===== config.mk =====
export PLATFORM = sky130hd
export DESIGN_NAME = tbpf_fifo
export DESIGN_NICKNAME = d
export VERILOG_FILES = /design/src/hw/rtl/tbpf_fifo.sv
export SDC_FILE = /design/constraint.sdc
export NUM_CORES = 1
export LEC_CHECK = 0
export BUFFER_PORTS_ARGS = -buffer_cell sky130_fd_sc_hd__buf_2
export CAP_MARGIN = 20
export CELL_PAD_IN_SITES_DETAIL_PLACEMENT = 0
export CELL_PAD_IN_SITES_GLOBAL_PLACEMENT = 1
export CORE_MARGIN = 4
export CORE_UTILIZATION = 45
export CTS_BUF_LIST = sky130_fd_sc_hd__clkbuf_8
export DETAILED_ROUTE_END_ITERATION = 8
export HOLD_SLACK_MARGIN = 0.03
export PLACE_DENSITY = 0.7
export RECOVER_POWER = 50
export SLEW_MARGIN = 10
export SYNTH_ARGS = -nofsm -noshare
export SYNTH_HDL_FRONTEND = slang
export SYNTH_SLANG_ARGS = --single-unit

===== constraint.sdc =====
create_clock -name clk_i -period 1.5 [get_ports clk_i]
set_input_delay 0.225 -clock clk_i [delete_from_list [all_inputs] [get_ports clk_i]]
set_output_delay 0.225 -clock clk_i [all_outputs]
set_load 0.005 [all_outputs]

===== src/hw/rtl/tbpf_fifo.sv =====
// small register fifo used for the classified queue and the result buffer
`default_nettype none

module tbpf_fifo #(
  parameter int unsigned WIDTH = 8,
  parameter int unsigned DEPTH = 4
) (
  input  wire logic                       clk_i,
  input  wire logic                       rst_ni,
  input  wire logic                       push_i,
  input  wire logic [WIDTH-1:0]           data_i,
  input  wire logic                       pop_i,
  output logic      [WIDTH-1:0]           data_o,
  output logic                            empty_o,
  output logic      [$clog2(DEPTH+1)-1:0] count_o
);

  localparam int unsigned AW = (DEPTH > 1) ? $clog2(DEPTH) : 1;
  localparam int unsigned CW = $clog2(DEPTH+1);

  logic [WIDTH-1:0] mem_q [DEPTH];
  logic [AW-1:0]    wptr_q, wptr_d, rptr_q, rptr_d;
  logic [CW-1:0]    cnt_q, cnt_d;

  always_comb begin
    wptr_d = wptr_q;
    rptr_d = rptr_q;
    cnt_d  = cnt_q;
    if (push_i) begin
      wptr_d = (wptr_q == AW'(DEPTH-1)) ? '0 : wptr_q + AW'(1);
    end
    if (pop_i) begin
      rptr_d = (rptr_q == AW'(DEPTH-1)) ? '0 : rptr_q + AW'(1);
    end
    if (push_i && !pop_i) begin
      cnt_d = cnt_q + CW'(1);
    end else if (pop_i && !push_i) begin
      cnt_d = cnt_q - CW'(1);
    end
  end

  always_ff @(posedge clk_i or negedge rst_ni) begin
    if (!rst_ni) begin
      wptr_q <= '0;
      rptr_q <= '0;
      cnt_q  <= '0;
    end else begin
      wptr_q <= wptr_d;
      rptr_q <= rptr_d;
      cnt_q  <= cnt_d;
    end
  end

  always_ff @(posedge clk_i) begin
    if (push_i) begin
      mem_q[wptr_q] <= data_i;
    end
  end

  assign data_o  = mem_q[rptr_q];
  assign empty_o = (cnt_q == '0);
  assign count_o = cnt_q;

endmodule

`default_nettype wire


Word-level counts from Yosys, hierarchy flattened
Memory sizes are Yosys's and may differ from the RTL's.
Index checks and enable logic that the tools add are counted.

word-level totals
  bits in registers = 7
  latch bits = 0
  bits in writable memories = 32
  ROM bits = 0
  bits of input ports = 12
  output and inout bits = 12
  logic and storage cells = 22
  memories = 1

operators by class
  $add $sub $neg = 4
  multiply operators = 0
  div/mod/pow operators = 0
  order comparisons = 0
  equal/unequal tests = 2
  shift-type cells = 0
  muxes and demuxes = 6
  bitwise gates (word level) = 0
  reduce and logical (&&, ||, !) cells = 6

memory list
  memory  depth  bits a word  read ports  clocked after Yosys merged registers in  wr ports  line  source
  mem_q   4      8            1           0                                        1         21    logic [WIDTH-1:0] mem_q [DEPTH];

operators by type and width
  cell                                               number
  2-to-1 mux 3 bit                                   2
  adder 2 x 1 -> 2 bit (second input constant)       2
  equality test 2 bit (second input constant)        2
  2-to-1 mux 2 bit                                   2
  adder 3 x 1 -> 3 bit (second input constant)       1
  zero test 3 bit                                    1
  subtractor 3 x 1 -> 3 bit (second input constant)  1
  logical AND 1 bit                                  2
  zero test 1 bit                                    2
  2-to-1 mux 1 bit                                   2
  nonzero test 2 bit                                 1

Logic depth before layout (Yosys ltp)
  depth in word-level cells = 4
  gate-level depth with buffers = 7
  mapped depth without buffers = 7

Worst setup path before layout
OpenSTA, ideal clock, no wires.

  path type = register -> register
  start point = reg cnt_q[0] (netlist: count_o[0])
  end point = reg cnt_q[2] (netlist: count_o[2])
  setup time = 79 ps
  arrival time = 1232 ps
  required time = 1421 ps
  setup slack = 189 ps
  stages on the path, launching flop included = 5
  path buffers = 0
  period minus slack after synthesis = 1311 ps
  path through = dfrtp_1 > fa_1 > xor2_1 > nor2_1 > xor2_1

on the way
  longest elaborated chain between the ends = 3
  elaborated cells on any way between the ends = 4
  those cells by class = add/sub: 2; mux: 2

RTL lines
  item                       line  source
  from (decl)                23    logic [CW-1:0] cnt_q, cnt_d;
  from (signal assigned)     50    cnt_q <= cnt_d;
  subtractor 3 x 1 -> 3 bit  38    cnt_d = cnt_q - CW'(1);
  2-to-1 mux 3 bit           37    end else if (pop_i && !push_i) begin
  2-to-1 mux 3 bit *         35    if (push_i && !pop_i) begin

Every way passes the cells marked *; elsewhere a longest branch is shown, timed or not. The select of a mux whose other input is x is not followed.
A chain may end at the register's enable or synchronous reset.

Worst setup path after layout
  start point = reg rptr_q[0]
  end point = out data_o[0]

on the way
  longest elaborated chain between the ends = 1

RTL lines
  item                     line  source
  from (decl)              22    logic [AW-1:0] wptr_q, wptr_d, rptr_q, rptr_d;
  from (signal assigned)   49    rptr_q <= rptr_d;
  memory read (4 x 8 bit)  --
  to (decl)                13    output logic [WIDTH-1:0] data_o,

No other way between the ends.

==> flow_summary.toml <==
[setup_path]
path_depth = 3
crit_fanout = 8
required_ps = 1270
cp.arrival_ps = 1470
cp-start-kind = "flip-flop"
cp_cell_sequence = "buf_12 > mux4_2 > buf_2"
worstSetupPathType = "reg -> out"
cp_slowest_cell = "mux4_2"
cp-end-kind = "output port"
cpPeakStageDelay_ps = 490
r2r-start = "count_o[0]"
worst-r2r-setup-slack_ps = 110
r2r-end = "count_o[2]"
cp.buffers_inverters = 2
crit_family = "multiplexers"
reg2regPathDepth = 4

[layout]
final-instance-count-excl-fill = 162
final_nets = 134
syn2layout_area_growth_pct = 24.66
final_util_pct = 58.38
drive_gt1_share_pct = 34.48
multi_input_area_um2 = 391.6
diodes = 0
n_fill_cell = 279
final_area_um2 = 1948
seq_area_um2 = 1136

[synth]
syn_inst = 78
synth_area_per_cell_um2 = 20.04
syn-num-nets = 97
syn_area_um2 = 1563
yosys_register_bits = 39
ys.warnings.count = 0
yosys.area.top_type = "edfxtp_1"
yosysSeqAreaShare_pct = 72.70
synthTopCellsByArea = "edfxtp_1, mux4_2, dfrtp_1"
synth_cell_types = 17
yosysTopAreaCellShare_pct = 61.49

[clock_tree]
path_clk_slew_ps = 70
clockRootBuffer = "clkbuf_8"
clk_latency_ps = 280
numClockSinks = 39
htreeDepth = 2
cts_buffers = 5
post_cts_buffers = 0
ctsLongestPathBuffers = 2
tritoncts = "yes"

[detailed_routing]
detail-route-antenna-nets = 0
via_per_inst = 4.889
drt-pass1-iter-count = 2
wirelength_um = 2317
vias = 792
drc = 0
drt_iter0_drc = 33
wl_per_cell_um = 14.30

[die]
io_pins = 24
coreArea_um2 = 3337
rows = 21
die_h_um = 66.93
initial_core_util_pct = 46.83
fp.dieArea_um2 = 4480
die_x_um = 66.93

[worst_hold_path]
hp-class = "in -> reg"
hold_start = "data_i[3]"
hold_depth = 1
holdPathEnd = "mem_q[2][3]"

[pwr]
power.leakage_nw = 0.7390
peakVddDrop_uv = 986.2
power_density_nw_per_um2 = 1866

[global_route]
overflow = 0
antenna_found_initial = 0
track_usage_pct = 12.58
grt_max_degree = 13
grt_pass1_vias = 789
grt_first_pass_wirelength_um = 3857

[placement]
io_buffers = 23
post_dp_cell_area_um2 = 1817
gp_congestion = 0.6666
post-dp-hpwl_um = 1654
placed_cells = 153

[sta]
slew_headroom_pct = 71.74
worst_slack_ps = -193.8
setup_viol = 8
fin_crit_ps = 1694
finalHoldViolCount = 0
maxSlewViolCount = 0
skew_ps = 3.085
fin_crit_sh_pct = 112.9
rsz0062_at_grt = "yes"
tightest_slew_ps = 423.8
fmax_mhz = 590.4

[run_status]
status = "finished, violations left"
violations = "negative setup slack"

[flow_run]
cap_violations = 0
[where the power goes]
group | leakage (nW) | total [mW] | switching (mW) | internal, mW
sequential | 0.377 | 1.59 | 0.164 | 1.42
combinational | 0.293 | 1.05 | 0.420 | 0.631
clock | 0.0695 | 0.996 | 0.339 | 0.657
total | 0.739 | 3.63 | 0.922 | 2.71
[routing by layer]
layer	global-route usage [%]	up-vias	wire length, um
li1	-	368	-
met1	14.37	403	933
met2	20.54	15	1192
met3	5.396	6	148
met4	5.316	0	43
met5	0	-	0
[area by class of cell]
cell class	count	share of cell area (%)
inverters	5	0.9634
flip-flops and latches	39	58.32
repair buffers	32	10.85
well taps	46	2.954
multi-input cells	32	20.10
clock buffers	5	3.532
clock inverters	3	3.276
[cell families (layout without fill, tap and decap cells)]
family                     Yosys count  after routing  share of synthesized area, %
adders and majority gates            7              7                         6.085
and+or+nand+nor                      9              9                         2.961
AOI/OAI and AO/OA                    2              2                        0.6405
xor gates and xnor gates             3              3                         1.682
muxes                               11             11                         13.69
DFF                                 39             39                         72.70
buffers and inverters                7             45                         2.242
[worst max-delay path by stage]
stage / slack (ps) / from / endpoint
2_1_floorplan: 190 / count_o[0] / count_o[2]
3_3_place_gp: 50 / pop_i / count_o[2]
3_5_place_dp: -30 / pop_i / count_o[2]
4_1_cts: -230 / rptr_q[0] / data_o[0]
5_1_grt: -260 / rptr_q[0] / data_o[0]
6_report: -190 / rptr_q[0] / data_o[0]
[per-stage QoR]
stage / hold WS, ps / worst slack [ps] / setup TNS [ps] / power (mW)
2_1_floorplan: -70.59 / 189.0 / 0 / 2.208
3_3_place_gp: 63.10 / 47.41 / 0 / 2.673
3_5_place_dp: 70.89 / -34.18 / -34.18 / 2.703
4_1_cts: 140.7 / -225.9 / -1644 / 3.694
5_1_grt: 204.7 / -261.4 / -1948 / 3.868
6_report: 186.5 / -193.8 / -1444 / 3.635
[timing repair]
item / CTS / global route
gates resized for setup: 0 / 0
hold buffers: 1 / 0
setup endpoints to repair: 8 / 8
hold endpoints to repair: 7 / 0
[state kept, by name, indices dropped and copies added (netlist names)]
signal	count
mem_q	32
wptr_q	2
count_o	3
rptr_q	2
[cell usage after synthesis, drive strengths merged]
library cell  number
mux4               8
nand2              1
nor2               2
xnor2              1
fa                 1
buf                2
dfrtp              7
ha                 6
nand3              1
xor2               2
edfxtp            32
mux2               3
o21ai              2
nor3               1
and2               4
inv                5
[layout by cell type (no fill, tap or decap)]
master,instances
edfxtp_1,32
buf_2,14
clkbuf_1,9
mux4_2,8
dfrtp_1,7
inv_1,6
ha_1,6
clkbuf_8,5
buf_4,5
and2_1,4
mux2_2,3
buf_12,3
o21ai_0,2
nor2_1,2
xor2_1,2
bufinv_16,2
nor3_1,1
xnor2_1,1
nand3_1,1
nand2_1,1
fa_1,1
dlygate4sd3_1,1
(Power assumes the default switching activity.)
